`src/rtl/ccs_pkg.sv`:
```
// Shared types and constants of the Chaikin curve subdivider.
// Used by ccs_mix_unit, chaikin_curve_subdivider_top and the testbench; depends on nothing.
`timescale 1ns / 1ps
`default_nettype none

package ccs_pkg;

  // coordinate formats
  localparam int COORD_BITS = 10;
  localparam int FRAC_BITS  = 10;
  localparam int PT_W       = 20;

  // level cascade
  localparam int MAX_LEVELS = 5;
  localparam int LV_W       = 3;
  localparam logic [LV_W-1:0] LEVEL_COUNT_RESET = 3'd5;

  // per-level phase codes
  localparam logic [1:0] PH_FIRST       = 2'd0;
  localparam logic [1:0] PH_AFTER_FIRST = 2'd1;
  localparam logic [1:0] PH_INSIDE      = 2'd2;

  // stream payload widths
  localparam int IN_TDATA_W  = 24;
  localparam int OUT_TDATA_W = 40;

  // configuration port
  localparam int CFG_AW = 3;
  localparam int CFG_DW = 32;
  localparam logic [CFG_AW-3:0] REG_LEVEL_COUNT = 1'b0;

  typedef struct packed {
    logic [PT_W-1:0] x;
    logic [PT_W-1:0] y;
  } xy_t;

endpackage

`default_nettype wire

```
`src/rtl/chaikin_curve_subdivider_top.sv`:
```
// Top level of the Chaikin curve subdivider: sequencer, level state, ports.
// Depends on ccs_pkg and ccs_mix_unit.
//
// Usage:
//   Control points of an open polyline arrive on the in_ stream, one per
//   transfer; in_tlast marks the last point of a curve. Smoothed points leave
//   on the out_ stream; out_tlast marks the final point of the smoothed curve.
//   The cfg_ port holds level_count (offset 0), the number of corner-cutting
//   passes, 0 to 5 (larger values act as 5).
//   One input point is walked depth first through the levels by a sequencer
//   that shares a single quarter-mix unit. After the accept, each level step
//   takes the S_LEVEL state, followed by S_CUT when the level sits inside a
//   curve and splits the point in two; each result then passes an end check
//   in S_LEVEL and is loaded into the output register in S_EMIT. in_tready is
//   low from the accept until the last result is loaded into the output
//   register.
//   Results pass through one output register, so the sequencer stalls only
//   while out_tvalid is high and out_tready is low; the next input item is
//   accepted while the last result still waits.
//   Reset clears all level phases to start of curve, level_count to 5 and
//   the output register to empty.
`timescale 1ns / 1ps
`default_nettype none

module chaikin_curve_subdivider_top (
  input  wire                                clk,
  input  wire                                rst_n,
  // input stream
  input  wire                                in_tvalid,
  output logic                               in_tready,
  input  wire  [ccs_pkg::IN_TDATA_W-1:0]     in_tdata,   // point_x, point_y, zero pad
  input  wire                                in_tlast,   // end_of_curve
  // result stream
  output logic                               out_tvalid,
  input  wire                                out_tready,
  output logic [ccs_pkg::OUT_TDATA_W-1:0]    out_tdata,  // out_x, out_y
  output logic                               out_tlast,  // last_point
  // configuration port
  input  wire                                cfg_psel,
  input  wire                                cfg_penable,
  input  wire                                cfg_pwrite,
  input  wire  [ccs_pkg::CFG_AW-1:0]         cfg_paddr,
  input  wire  [ccs_pkg::CFG_DW-1:0]         cfg_pwdata,
  output logic [ccs_pkg::CFG_DW-1:0]         cfg_prdata,
  output logic                               cfg_pready
);

  localparam int PT_W = ccs_pkg::PT_W;
  localparam int LV_W = ccs_pkg::LV_W;
  localparam int NLV  = ccs_pkg::MAX_LEVELS;

  // sequencer states
  localparam logic [1:0] S_IDLE  = 2'd0;
  localparam logic [1:0] S_LEVEL = 2'd1;
  localparam logic [1:0] S_CUT   = 2'd2;
  localparam logic [1:0] S_EMIT  = 2'd3;

  logic [1:0]       state_r, state_nxt;
  logic [LV_W-1:0]  lv_r, lv_nxt;
  logic [LV_W-1:0]  level_count_r;
  logic [LV_W-1:0]  levels;

  ccs_pkg::xy_t     cur_r;
  logic             cur_last_r;

  ccs_pkg::xy_t     held_r [NLV];
  logic [1:0]       phase_r [NLV];
  ccs_pkg::xy_t     pend_r [NLV];
  logic             pend_last_r [NLV];
  logic [NLV-1:0]   pend_v_r;

  ccs_pkg::xy_t     held_cur;
  logic [1:0]       phase_cur;
  logic [1:0]       phase_upd;
  ccs_pkg::xy_t     mix_one, mix_three, mix_res;
  logic [LV_W-1:0]  pop_idx;

  logic             in_xfer;
  logic             cfg_wr;
  logic             out_load;
  logic             at_end;
  logic             lvl_finish;
  logic             lvl_split;

  ccs_pkg::xy_t     in_pt;

  // configuration port
  assign cfg_pready = 1'b1;
  assign cfg_wr     = cfg_psel && cfg_penable && cfg_pwrite &&
                      (cfg_paddr[ccs_pkg::CFG_AW-1:2] == ccs_pkg::REG_LEVEL_COUNT);

  always_comb begin
    cfg_prdata = '0;
    if (cfg_paddr[ccs_pkg::CFG_AW-1:2] == ccs_pkg::REG_LEVEL_COUNT) begin
      cfg_prdata = ccs_pkg::CFG_DW'(level_count_r);
    end
  end

  always_ff @(posedge clk) begin
    if (!rst_n) begin
      level_count_r <= ccs_pkg::LEVEL_COUNT_RESET;
    end else if (cfg_wr) begin
      level_count_r <= cfg_pwdata[LV_W-1:0];
    end
  end

  // saturate the pass count
  assign levels = (level_count_r > LV_W'(NLV)) ? LV_W'(NLV) : level_count_r;

  // input conversion to fixed point
  assign in_tready = (state_r == S_IDLE);
  assign in_xfer   = in_tvalid && in_tready;
  assign in_pt.x   = PT_W'(in_tdata[ccs_pkg::COORD_BITS-1:0]) << ccs_pkg::FRAC_BITS;
  assign in_pt.y   = PT_W'(in_tdata[2*ccs_pkg::COORD_BITS-1:ccs_pkg::COORD_BITS])
                     << ccs_pkg::FRAC_BITS;

  // state of the level being worked on
  assign held_cur  = held_r[lv_r];
  assign phase_cur = phase_r[lv_r];
  assign at_end    = (lv_r == levels);

  // next phase of the current level once its point is consumed
  always_comb begin
    if (cur_last_r) begin
      phase_upd = ccs_pkg::PH_FIRST;
    end else if (phase_cur == ccs_pkg::PH_AFTER_FIRST || phase_cur == ccs_pkg::PH_INSIDE) begin
      phase_upd = ccs_pkg::PH_INSIDE;
    end else begin
      phase_upd = ccs_pkg::PH_AFTER_FIRST;
    end
  end

  // shared mix unit: 3/4-1/4 point in the cut step, 1/4-3/4 point otherwise
  always_comb begin
    if (state_r == S_CUT) begin
      mix_one   = cur_r;
      mix_three = held_cur;
    end else begin
      mix_one   = held_cur;
      mix_three = cur_r;
    end
  end

  ccs_mix_unit u_mix (
    .one   (mix_one),
    .three (mix_three),
    .mix   (mix_res)
  );

  // deepest level with a waiting second point
  always_comb begin
    pop_idx = '0;
    for (int i = 0; i < NLV; i++) begin
      if (pend_v_r[i]) begin
        pop_idx = LV_W'(i);
      end
    end
  end

  assign out_load   = (state_r == S_EMIT) && (!out_tvalid || out_tready);
  assign lvl_split  = (state_r == S_LEVEL) && !at_end && (phase_cur == ccs_pkg::PH_INSIDE);
  assign lvl_finish = ((state_r == S_LEVEL) && !at_end && (phase_cur != ccs_pkg::PH_INSIDE)) ||
                      (state_r == S_CUT);

  // sequencer
  always_comb begin
    state_nxt = state_r;
    lv_nxt    = lv_r;
    unique case (state_r)
      S_IDLE: begin
        if (in_xfer) begin
          state_nxt = S_LEVEL;
          lv_nxt    = '0;
        end
      end
      S_LEVEL: begin
        if (at_end) begin
          state_nxt = S_EMIT;
        end else if (phase_cur == ccs_pkg::PH_INSIDE) begin
          state_nxt = S_CUT;
        end else begin
          lv_nxt = lv_r + LV_W'(1);
        end
      end
      S_CUT: begin
        state_nxt = S_LEVEL;
        lv_nxt    = lv_r + LV_W'(1);
      end
      S_EMIT: begin
        if (out_load) begin
          if (|pend_v_r) begin
            state_nxt = S_LEVEL;
            lv_nxt    = pop_idx + LV_W'(1);
          end else begin
            state_nxt = S_IDLE;
          end
        end
      end
      default: begin
        state_nxt = S_IDLE;
      end
    endcase
  end

  always_ff @(posedge clk) begin
    if (!rst_n) begin
      state_r  <= S_IDLE;
      lv_r     <= '0;
      pend_v_r <= '0;
      for (int i = 0; i < NLV; i++) begin
        phase_r[i] <= ccs_pkg::PH_FIRST;
      end
    end else begin
      state_r <= state_nxt;
      lv_r    <= lv_nxt;
      if (lvl_split) begin
        pend_v_r[lv_r] <= 1'b1;
      end else if (out_load && (|pend_v_r)) begin
        pend_v_r[pop_idx] <= 1'b0;
      end
      if (lvl_finish) begin
        phase_r[lv_r] <= phase_upd;
      end
    end
  end

  // point payload: current point, held points, waiting second points
  always_ff @(posedge clk) begin
    if (in_xfer) begin
      cur_r      <= in_pt;
      cur_last_r <= in_tlast;
    end else if (lvl_split) begin
      // second point of an inside segment waits for its turn
      pend_r[lv_r]      <= cur_last_r ? cur_r : mix_res;
      pend_last_r[lv_r] <= cur_last_r;
    end else if (lvl_finish) begin
      held_r[lv_r] <= cur_r;
      if (state_r == S_CUT) begin
        cur_r      <= mix_res;
        cur_last_r <= 1'b0;
      end else if (phase_cur == ccs_pkg::PH_AFTER_FIRST && !cur_last_r) begin
        cur_r <= mix_res;
      end
    end else if (out_load && (|pend_v_r)) begin
      cur_r      <= pend_r[pop_idx];
      cur_last_r <= pend_last_r[pop_idx];
    end
  end

  // output register
  always_ff @(posedge clk) begin
    if (!rst_n) begin
      out_tvalid <= 1'b0;
    end else if (out_load) begin
      out_tvalid <= 1'b1;
    end else if (out_tready) begin
      out_tvalid <= 1'b0;
    end
  end

  always_ff @(posedge clk) begin
    if (out_load) begin
      out_tdata <= {cur_r.y, cur_r.x};
      out_tlast <= cur_last_r;
    end
  end

endmodule

`default_nettype wire

```
`src/rtl/ccs_mix_unit.sv`:
```
// Shared quarter-mix unit: (one + 3 * three) / 4 on both coordinates.
// Depends on ccs_pkg for the point type and widths.
`timescale 1ns / 1ps
`default_nettype none

module ccs_mix_unit (
  input  ccs_pkg::xy_t one,
  input  ccs_pkg::xy_t three,
  output ccs_pkg::xy_t mix
);

  localparam int SUM_W = ccs_pkg::PT_W + 2;

  logic [SUM_W-1:0] sum_x;
  logic [SUM_W-1:0] sum_y;

  // one + 2*three + three, then drop the two low bits
  assign sum_x = SUM_W'(one.x) + (SUM_W'(three.x) << 1) + SUM_W'(three.x);
  assign sum_y = SUM_W'(one.y) + (SUM_W'(three.y) << 1) + SUM_W'(three.y);

  assign mix.x = sum_x[SUM_W-1:2];
  assign mix.y = sum_y[SUM_W-1:2];

endmodule

`default_nettype wire

```
`config.mk`:
```
export PLATFORM = sky130hd
export DESIGN_NAME = chaikin_curve_subdivider_top
export DESIGN_NICKNAME = d
export VERILOG_FILES = /design/src/rtl/ccs_pkg.sv /design/src/rtl/chaikin_curve_subdivider_top.sv /design/src/rtl/ccs_mix_unit.sv
export SDC_FILE = /design/constraint.sdc
export NUM_CORES = 1
export LEC_CHECK = 0
export ABC_AREA = 1
export BUFFER_PORTS_ARGS = -buffer_cell sky130_fd_sc_hd__buf_2
export CAP_MARGIN = 30
export CELL_PAD_IN_SITES_DETAIL_PLACEMENT = 1
export CELL_PAD_IN_SITES_GLOBAL_PLACEMENT = 1
export CORE_ASPECT_RATIO = 1.25
export CORE_UTILIZATION = 35
export CTS_BUF_LIST = sky130_fd_sc_hd__clkbuf_4 sky130_fd_sc_hd__clkbuf_8 sky130_fd_sc_hd__clkbuf_16
export DETAILED_ROUTE_END_ITERATION = 8
export PLACE_DENSITY = 0.71
export REMOVE_ABC_BUFFERS = 1
export SLEW_MARGIN = 20
export SYNTH_ARGS = -nofsm -noshare
export SYNTH_HDL_FRONTEND = slang
export SYNTH_SLANG_ARGS = --single-unit
```
`constraint.sdc`:
```
create_clock -name clk -period 6.6 [get_ports clk]
set_clock_uncertainty 0.2 [all_clocks]
set_input_delay 1.65 -clock clk [delete_from_list [all_inputs] [get_ports clk]]
set_output_delay 1.65 -clock clk [all_outputs]
set_load 0.005 [all_outputs]
```
* Word-level counts from Yosys, hierarchy flattened
Memory sizes are Yosys's and may differ from the RTL's. A register that Yosys moved wholly into a read port is not among the register bits. Cells that the tools add are included.
Word-level totals: bits in read-only memories 0, bits of input ports 67, latch bits 0, memories 4, register bits 96, bits in writable memories 415
Memories:
- held_r | words 5, bits a word 40, read ports 1, clocked after memory_dff 1, write ports 1, RTL line chaikin_curve_subdivider_top.sv:66 | ccs_pkg::xy_t held_r [NLV];
- pend_r | words 5, bits a word 40, read ports 1, clocked after memory_dff 0, write ports 1, RTL line chaikin_curve_subdivider_top.sv:68 | ccs_pkg::xy_t pend_r [NLV];
- phase_r | words 5, bits a word 2, read ports 1, clocked after memory_dff 1, write ports 5, RTL line chaikin_curve_subdivider_top.sv:67 | logic [1:0] phase_r [NLV];
- pend_last_r | words 5, bits a word 1, read ports 1, clocked after memory_dff 0, write ports 1, RTL line chaikin_curve_subdivider_top.sv:69 | logic pend_last_r [NLV];
Cells by class: reduce and logical (&&, ||, !) cells 30, muxes and demuxes 59, order comparisons 5, bitwise operators 5, $add $sub $neg 6, shifts and indexed selects 0, div/mod/pow operators 0, equal/unequal tests 17, $mul 0
Operators by type and width (count):
- 40-bit two-way mux | 9
- 3-bit two-way mux | 15
- 20-bit by 21-bit adder with 22-bit output | 2
- 22-bit by 20-bit adder with 22-bit output | 2
- 1-bit two-way mux | 22
- 2-bit two-way mux | 7
- 1-bit logical AND | 12
- 3-bit one-hot mux with 4 select lines | 1
- 3-bit AND reduction | 4
- 5-bit two-way mux | 2
- 2-bit inequality test (second input constant) | 5
- 3-bit by 4-bit less-than comparator with 1-bit output (second input constant) | 2
- 2-bit one-hot mux with 4 select lines | 1
- 3-bit by 1-bit adder with 3-bit output (second input constant) | 2
- 1-bit demux with 3-bit select | 2
- 2-bit == test (second input constant) | 3
- 3-bit by 1-bit greater-or-equal comparator with 1-bit output (second input constant) | 2
- 2-bit nonzero test | 3
- 5-bit bitwise AND | 1
- 5-bit inverter | 1
- 5-bit bitwise OR | 1
- 5-bit AND reduction | 1
- 5-bit OR reduction | 1
- 2-bit by 1-bit == test with 1-bit output (second input constant) | 2
- other kinds (13) | 19

* Longest topological paths before layout
Gate-level depths: netlist of the first run.
depth in word-level cells 12, mapped depth 23

* Hierarchy
Synthesis of the first run repeated with hierarchy kept, for this count alone.
Unflattened totals: cells, all modules 2450, area, all modules 25236.7 um2
By module, submodules not included:
- chaikin_curve_subdivider_top | area each 21998.6 um2, seq. area each 15244.6 um2, cells an instance 1936, times used 1
- ccs_mix_unit | area each 3238.1 um2, seq. area each 0.0 um2, cells an instance 514, times used 1

* Worst setup path before layout of the first run
No wires, ideal clock.
path type input -> register, start input out_tready, end register cur_r[10] (netlist name), enable pin, path buffers 1, setup slack 1416 ps, stages 7, arrival 4607 ps, path through nor2_1 > nor2_1 > nand2_2 > nand2_2 > nand2_2 > buf_4 > nand2_1
On the way: cells in the longest elaborated chain, start to end 5
RTL lines:
- from (decl) | RTL line chaikin_curve_subdivider_top.sv:35 | input wire out_tready,
- 1-bit logical OR | RTL line chaikin_curve_subdivider_top.sv:160 | assign out_load = (state_r == S_EMIT) && (!out_tvalid || out_tready);
- 1-bit logical AND | RTL line chaikin_curve_subdivider_top.sv:160
- via out_load | RTL line chaikin_curve_subdivider_top.sv:80 | logic out_load;
- 1-bit logical AND | RTL line chaikin_curve_subdivider_top.sv:244 | end else if (out_load && (|pend_v_r)) begin
- 3-bit nonzero test (no line)
- 3-bit AND reduction (no line)
- to (signal assigned) | RTL line chaikin_curve_subdivider_top.sv:239 | cur_r <= mix_res;
- to (signal assigned) | RTL line chaikin_curve_subdivider_top.sv:242 | cur_r <= mix_res;
- to (signal assigned) | RTL line chaikin_curve_subdivider_top.sv:245 | cur_r <= pend_r[pop_idx];
- to (decl) | RTL line chaikin_curve_subdivider_top.sv:63 | ccs_pkg::xy_t cur_r;
The timed path passes the listed nets, and every way through them passes these cells. A chain may end at the register's enable or synchronous reset.

* Worst setup path in the final report of the first run
start register state_r[1], end memory pend_r[3][11] (netlist name) (data pin)
On the way: cells in the longest elaborated chain, start to end 5
RTL lines:
- from (decl) | RTL line chaikin_curve_subdivider_top.sv:58 | logic [1:0] state_r, state_nxt;
- from (signal assigned) | RTL line chaikin_curve_subdivider_top.sv:214 | state_r <= state_nxt;
- 2-bit == test * | RTL line chaikin_curve_subdivider_top.sv:135 | if (state_r == S_CUT) begin
- 40-bit two-way mux | RTL line chaikin_curve_subdivider_top.sv:135
- 20-bit by 21-bit adder with 22-bit output | RTL line ccs_mix_unit.sv:19 | assign sum_y = SUM_W'(one.y) + (SUM_W'(three.y) << 1) + SUM_W'(three.y);
- 22-bit by 20-bit adder with 22-bit output * | RTL line ccs_mix_unit.sv:19
- 40-bit two-way mux * | RTL line chaikin_curve_subdivider_top.sv:234 | pend_r[lv_r] <= cur_last_r ? cur_r : mix_res;
- to (decl) | RTL line chaikin_curve_subdivider_top.sv:68
Mark *: on every way between the ends. The rest lies on a longest branch, timed or not.

==> flow_metrics.py, run 1 <==
metrics = {
    "run_status": {
        "status": "finished, final reports clean",
    },
    "clock_network": {
        "cts-root-buf": "clkbuf_16",
        "clkTransAtPathRegs_ns": 0.06,
        "cts_tree": "yes",
        "cts_buffer_depth": 3,
        "cts_hold_buf": 0,
        "postCtsSetupRepairBufs": 0,
        "clock-sinks": 520,
        "cts_resized": 0,
        "numCtsBuffers": 50,
        "clk_latency_ns": 0.61,
        "cts_max_level": 2,
    },
    "synthesis": {
        "ys.flop_type": "edfxtp_1",
        "synth_seq_cells": 520,
        "synth-seq-area-share_pct": 62.5,
        "syn_avg_cell_area_um2": 10.7,
        "syn_inst": 2287,
        "synth_cell_types": 50,
        "synth_area_mm2": 0.0244,
        "synth_async_sr_flop_share_pct": 0,
        "yosysWarnings": 0,
        "synth_edf_count": 483,
    },
    "grt": {
        "grt_pass1_vias": 19000,
        "grt_max_degree": 89,
        "grt_pass1_wl_mm": 113,
        "antenna_found_initial": 0,
        "grt_overflow": 0,
        "track_usage_pct": 20.8,
    },
    "sta": {
        "timing.final.crit_period_ns": 5.61,
        "final-setup-viol-count": 0,
        "slew-limit-headroom_pct": 32.5,
        "hold_viol": 0,
        "tightest_slew_ns": 1.01,
        "rsz0062_at_grt": "no",
        "slew_violations": 0,
        "fmax_mhz": 178,
        "finalCritPeriodShare_pct": 84.9,
    },
    "layout": {
        "area_growth_pct": 12.5,
        "diodes": 0,
        "most-common-layout-cells": "nand2_1, edfxtp_1, o21ai_0, nor2_1, inv_1",
        "nNetsFinal": 2490,
        "utilization_pct": 40.0,
        "drive_gt1_share_pct": 9.99,
        "layout.cells.most_common": "nand2_1",
    },
    "power": {
        "peakVddDrop_mv": 0.298,
        "p_leak_nw": 10.1,
        "p_per_area_mw_per_mm2": 603,
        "total_power_mw": 16.5,
    },
    "routing": {
        "antenna_left": 0,
        "vias_per_cell": 5.38,
        "num_vias": 17800,
        "drtPass1Iterations": 5,
        "dr.first_iter.drc_count": 1260,
        "finalWirelength_mm": 73.2,
        "drc": 0,
        "wire_per_inst_um": 22.1,
    },
    "setup_path": {
        "crit_top_cell": "nand2_1",
        "path_cells": "inv_2 > nor2_4 > buf_4 > inv_2 > buf_4 > nand2_1 > o21ai_0 > fa_1 > nor2_1 > and3_1 > fa_1 > nand3_1 > nand2_1 > a21boi_0 > o21ai_0 > a21oi_1 > inv_1 > nand2_1 > nand2_1 > o21ai_0",
        "cp-start-kind": "flip-flop",
        "crit_required_ns": 6.71,
        "critPathArrivalTime_ns": 5.72,
        "critical_path_peak_fanout": 42,
        "critPathTopFamily": "compound AO/OA/AOI/OAI gates",
        "max_stage_delay_ns": 0.54,
        "cp.buffers_inverters": 5,
        "crit_type": "flip-flop to flip-flop",
        "cp-end-kind": "flip-flop",
        "ff2ff_path_depth": 20,
        "slowest_stage": "fa_1",
        "cp_num_cells": 20,
    },
    "placement": {
        "hpwl_mm": 46.3,
        "place_congestion": 0.876,
        "port_buffers": 77,
    },
    "floorplanning": {
        "core_area_mm2": 0.0685,
        "initial_core_util_pct": 35.6,
        "die_y_um": 297,
        "die-area_mm2": 0.0707,
        "die_width_um": 238,
        "ioPinCount": 143,
        "row_count": 107,
    },
    "worst_hold_path": {
        "worstHoldPathCells": 2,
        "hold_path_class": "flip-flop to flip-flop",
    },
    "job": {
        "cap_violations": 0,
    },
}
-- registers in the layout (all words and copies together), names as in the netlist, named ones only --
| name | flops |
|---|---|
| phase_r | 16 |
| out_tlast | 1 |
| pend_r | 200 |
| out_tvalid | 1 |
| state_r | 2 |
| held_r | 200 |
| out_tdata | 40 |
| pend_last_r | 5 |
| level_count_r | 3 |
| cur_r | 40 |
| pend_v_r | 5 |
| cur_last_r | 1 |
| lv_r | 3 |
-- logic make-up after synthesis --
family          share of synthesized area [%]
simple gates                             14.3
compound gates                           12.4
flops                                    62.5
buf+inv                                  4.61
fa+ha+maj                                5.39
xor+xnor                                0.683
other cells                            0.0308
-- power by group --
part / switching, mW / leakage [nW] / internal, mW / total [mW]
registers: 0.420 / 4.73 / 5.01 / 5.43
logic: 5.77 / 4.54 / 2.37 / 8.14
clock network: 1.29 / 0.826 / 1.69 / 2.98
-- worst min-delay path: stages, from the launching register on --
cell	delay, ns
dfxtp_1	0.32
o21ai_0	0.07
a211oi_1	0.07
-- routing by layer --
layer,track usage (%),vias up,wire (um)
li1,-,8117,-
met2,37.0,437,36900
met1,25.5,9104,30300
met5,0,-,0
met4,7.75,0,2690
met3,2.88,142,3340
-- synthesized netlist by cell type (14+ instances only) --
cell type | n | share of area (%)
dfxtp_1 | 37 | 3.0
buf_4 | 36 | 1.1
o221ai_1 | 42 | 1.5
edfxtp_1 | 483 | 60
nor3_1 | 15 | 0.31
o22ai_1 | 20 | 0.51
nand2_1 | 485 | 7.5
nor2_1 | 252 | 3.9
a31oi_1 | 15 | 0.38
buf_2 | 17 | 0.35
o21ai_1 | 28 | 0.57
a21oi_1 | 98 | 2.0
clkbuf_1 | 81 | 1.2
xor2_1 | 14 | 0.50
ha_1 | 41 | 2.1
o21ai_0 | 296 | 6.1
nand3_1 | 81 | 1.7
inv_1 | 107 | 1.6
fa_1 | 40 | 3.3
-- cell type report --
cell class,count,area [um^2]
Fill cell,7590,41100
Sequential cell,520,15200
Multi-Input combinational cell,1539,8210
Timing Repair Buffer,116,691
Clock buffer,59,1370
Inverter,115,432
Clock inverter,34,318
Tap cell,926,1160
-- metrics by stage --
step | setup slack, ns | instances | hold slack, ns | instance area [um^2] | setup TNS, ns
CTS | 0.989 | 3309 | 0.323 | 27400 | 0
global placement | 1.11 | 3216 | 0.279 | 25700 | 0
floorplan | -0.000359 | 2174 | 0.264 | 23800 | -0.0718
detailed placement | 1.02 | 3216 | 0.314 | 25700 | 0
finish | 0.994 | 3309 | 0.311 | 27400 | 0
global route | 0.640 | 3309 | 0.340 | 27400 | 0
-- worst paths after layout --
path | start | to | slack [ns]
max | state_r[1]$_SDFFE_PN0P_ | pend_r[3][11]$_DFFE_PP_ | 0.99
min | pend_v_r[0]$_SDFFE_PN0P_ | pend_v_r[0]$_SDFFE_PN0P_ | 0.31
max reg2reg | state_r[1]$_SDFFE_PN0P_ | pend_r[3][11]$_DFFE_PP_ | 0.99
min reg2reg | pend_v_r[0]$_SDFFE_PN0P_ | pend_v_r[0]$_SDFFE_PN0P_ | 0.31
(Power assumes the default switching activity.)
==> run 2: changes to the inputs <==
==> constraint.sdc (replaced) <==
create_clock -name clk -period 5.75 [get_ports clk]
set_clock_uncertainty 0.2 [all_clocks]
set_input_delay 1.4375 -clock clk [delete_from_list [all_inputs] [get_ports clk]]
set_output_delay 1.4375 -clock clk [all_outputs]
set_load 0.005 [all_outputs]
==> run 2 against run 1 <==
Compared with the run above: core utilization unchanged; sequential cell count unchanged; hold slack gained 0.00069 ns; maximum frequency grew 8.6%; clock power grew 9.1%; final area unchanged; critical endpoint is now pend_r[1][33]$_DFFE_PP_.
==> flow_metrics.py, run 2 (same netlist as run 1, synthesis figures left out) <==
metrics = {
    "sta": {
        "layout_setup_ws_ns": 0.586,
        "finalCritPeriodShare_pct": 89.8,
        "hold_viol": 0,
        "timing.hold.ws_ns": 0.312,
        "fmax_mhz": 194,
        "timing.final.crit_period_ns": 5.16,
        "tightest_slew_ns": 0.806,
        "final-setup-viol-count": 0,
        "rsz0062_at_grt": "no",
        "slew_violations": 0,
        "slew-limit-headroom_pct": 46.2,
    },
    "setup_path": {
        "path_cells": "inv_2 > buf_12 > o21ai_0 > o221ai_1 > o21ai_0 > o21ai_0 > fa_1 > nand2_1 > nor2_1 > fa_1 > nand3_1 > nand2_1 > a21oi_1 > o21ai_0 > a21oi_1 > nand2_1 > a31oi_1",
        "max_stage_delay_ns": 0.51,
        "ff2ff_path_depth": 17,
        "cp-start-kind": "flip-flop",
        "r2r_end": "pend_r[1][33]$_DFFE_PP_",
        "cp.buffers_inverters": 2,
        "cp-end-kind": "flip-flop",
        "critPathArrivalTime_ns": 5.32,
        "critical_path_peak_fanout": 33,
        "critPathTopFamily": "compound AO/OA/AOI/OAI gates",
        "crit_top_cell": "o21ai_0",
        "crit_type": "flip-flop to flip-flop",
        "slowest_stage": "fa_1",
        "reg2reg_slack_ns": 0.59,
        "crit_required_ns": 5.91,
    },
    "routing": {
        "finalWirelength_mm": 70.3,
        "wire_per_inst_um": 21.2,
        "dr.first_iter.drc_count": 1001,
        "drtPass1Iterations": 5,
        "num_vias": 17600,
        "antenna_left": 0,
        "drc": 0,
        "vias_per_cell": 5.33,
    },
    "clock_network": {
        "cts_tree": "yes",
        "cts_resized": 0,
        "clk_latency_ns": 0.60,
        "postCtsSetupRepairBufs": 0,
        "clock-sinks": 520,
        "cts_max_level": 2,
        "cts_hold_buf": 0,
        "cts-root-buf": "clkbuf_16",
        "cts_buffer_depth": 3,
        "numCtsBuffers": 50,
        "clkTransAtPathRegs_ns": 0.06,
    },
    "layout": {
        "finalNonFillerCells": 3312,
        "nFillCells": 7618,
        "largestRegisters": "held_r (200), pend_r (200)",
        "seqCellArea_mm2": 0.0152,
        "layout.cells.most_common": "nand2_1",
        "diodes": 0,
        "most-common-layout-cells": "nand2_1, edfxtp_1, o21ai_0, nor2_1, inv_1",
        "nNetsFinal": 2496,
        "drive_gt1_share_pct": 10.1,
        "area_growth_pct": 12.5,
        "multi_input_area_mm2": 0.00821,
    },
    "floorplanning": {
        "die_width_um": 238,
        "die-area_mm2": 0.0707,
        "initial_core_util_pct": 35.6,
        "row_count": 107,
        "die_y_um": 297,
        "core_area_mm2": 0.0685,
        "ioPinCount": 143,
    },
    "worst_hold_path": {
        "worstHoldPathCells": 2,
        "min_to": "pend_v_r[0]$_SDFFE_PN0P_",
        "hold_start": "pend_v_r[0]$_SDFFE_PN0P_",
        "hold_path_class": "flip-flop to flip-flop",
    },
    "placement": {
        "dp_cells": 3222,
        "place_congestion": 0.835,
        "hpwl_mm": 45.9,
        "dpl_worst_slack_ns": 0.638,
        "port_buffers": 77,
    },
    "grt": {
        "track_usage_pct": 20.0,
        "grt_overflow": 0,
        "antenna_found_initial": 0,
        "grt_pass1_wl_mm": 109,
        "grt_pass1_vias": 18700,
        "grt_max_degree": 82,
    },
    "power": {
        "total_power_mw": 18.7,
        "peakVddDrop_mv": 0.334,
        "p_leak_nw": 10.1,
        "p_per_area_mw_per_mm2": 682,
    },
    "run_status": {
        "status": "finished, final reports clean",
    },
    "job": {
        "cap_violations": 0,
    },
}
[run 2: worst max-delay path by stage]
| stage | cells after the start | slack, ns | endpoint |
|---|---|---|---|
| after floorplan | 9 | -0.85 | held_r[0][0]$_DFFE_PP_ |
| after global placement | 18 | 0.82 | pend_r[1][11]$_DFFE_PP_ |
| after detailed placement | 20 | 0.64 | pend_r[0][11]$_DFFE_PP_ |
| after CTS | 17 | 0.60 | pend_r[1][33]$_DFFE_PP_ |
| after global routing | 18 | 0.18 | pend_r[0][11]$_DFFE_PP_ |
| final | 17 | 0.59 | pend_r[1][33]$_DFFE_PP_ |
[run 2: final cells by class]
class | instances | area share (%)
flip-flops and latches | 520 | 55.6
clock inverters | 25 | 0.703
inverters | 115 | 1.57
clock buffers | 65 | 5.11
multi-input cells | 1539 | 29.9
repair buffers | 122 | 2.87
well taps | 926 | 4.22
[run 2: routing by layer]
layer / track usage, % / vias up / part of all wire (%)
li1: - / 8127 / -
met1: 25.0 / 8992 / 43
met2: 35.0 / 410 / 50
met3: 2.44 / 117 / 4.3
met4: 7.63 / 0 / 3.3
met5: 0 / - / 0
[run 2: worst reg2reg max path, cell delays in order (launching register included)]
cell and delay, ns:
dfxtp_2 0.38, inv_2 0.43, buf_12 0.28, o21ai_0 0.13, o221ai_1 0.19, o21ai_0 0.15
o21ai_0 0.45, fa_1 0.51, nand2_1 0.11, nor2_1 0.07, fa_1 0.51, nand3_1 0.12
nand2_1 0.13, a21oi_1 0.25, o21ai_0 0.21, a21oi_1 0.29, nand2_1 0.12, a31oi_1 0.40
[run 2: where the power goes]
group          internal (mW)  leakage (nW)  switching [mW]  total [mW]
Sequential              5.75          4.73           0.491        6.24
Combinational           2.75          4.59            6.47        9.22
Clock                   1.81         0.807            1.44        3.25
[run 2: per-stage QoR]
stage                     utilization (%)  instance area (um^2)  TNS [ns]
after floorplan                         -                 23800   -344.81
after global placement               37.7                 25800         0
after detailed placement             37.7                 25800         0
after CTS                            40.0                 27400         0
after global routing                 40.0                 27400         0
final                                40.0                 27400         0
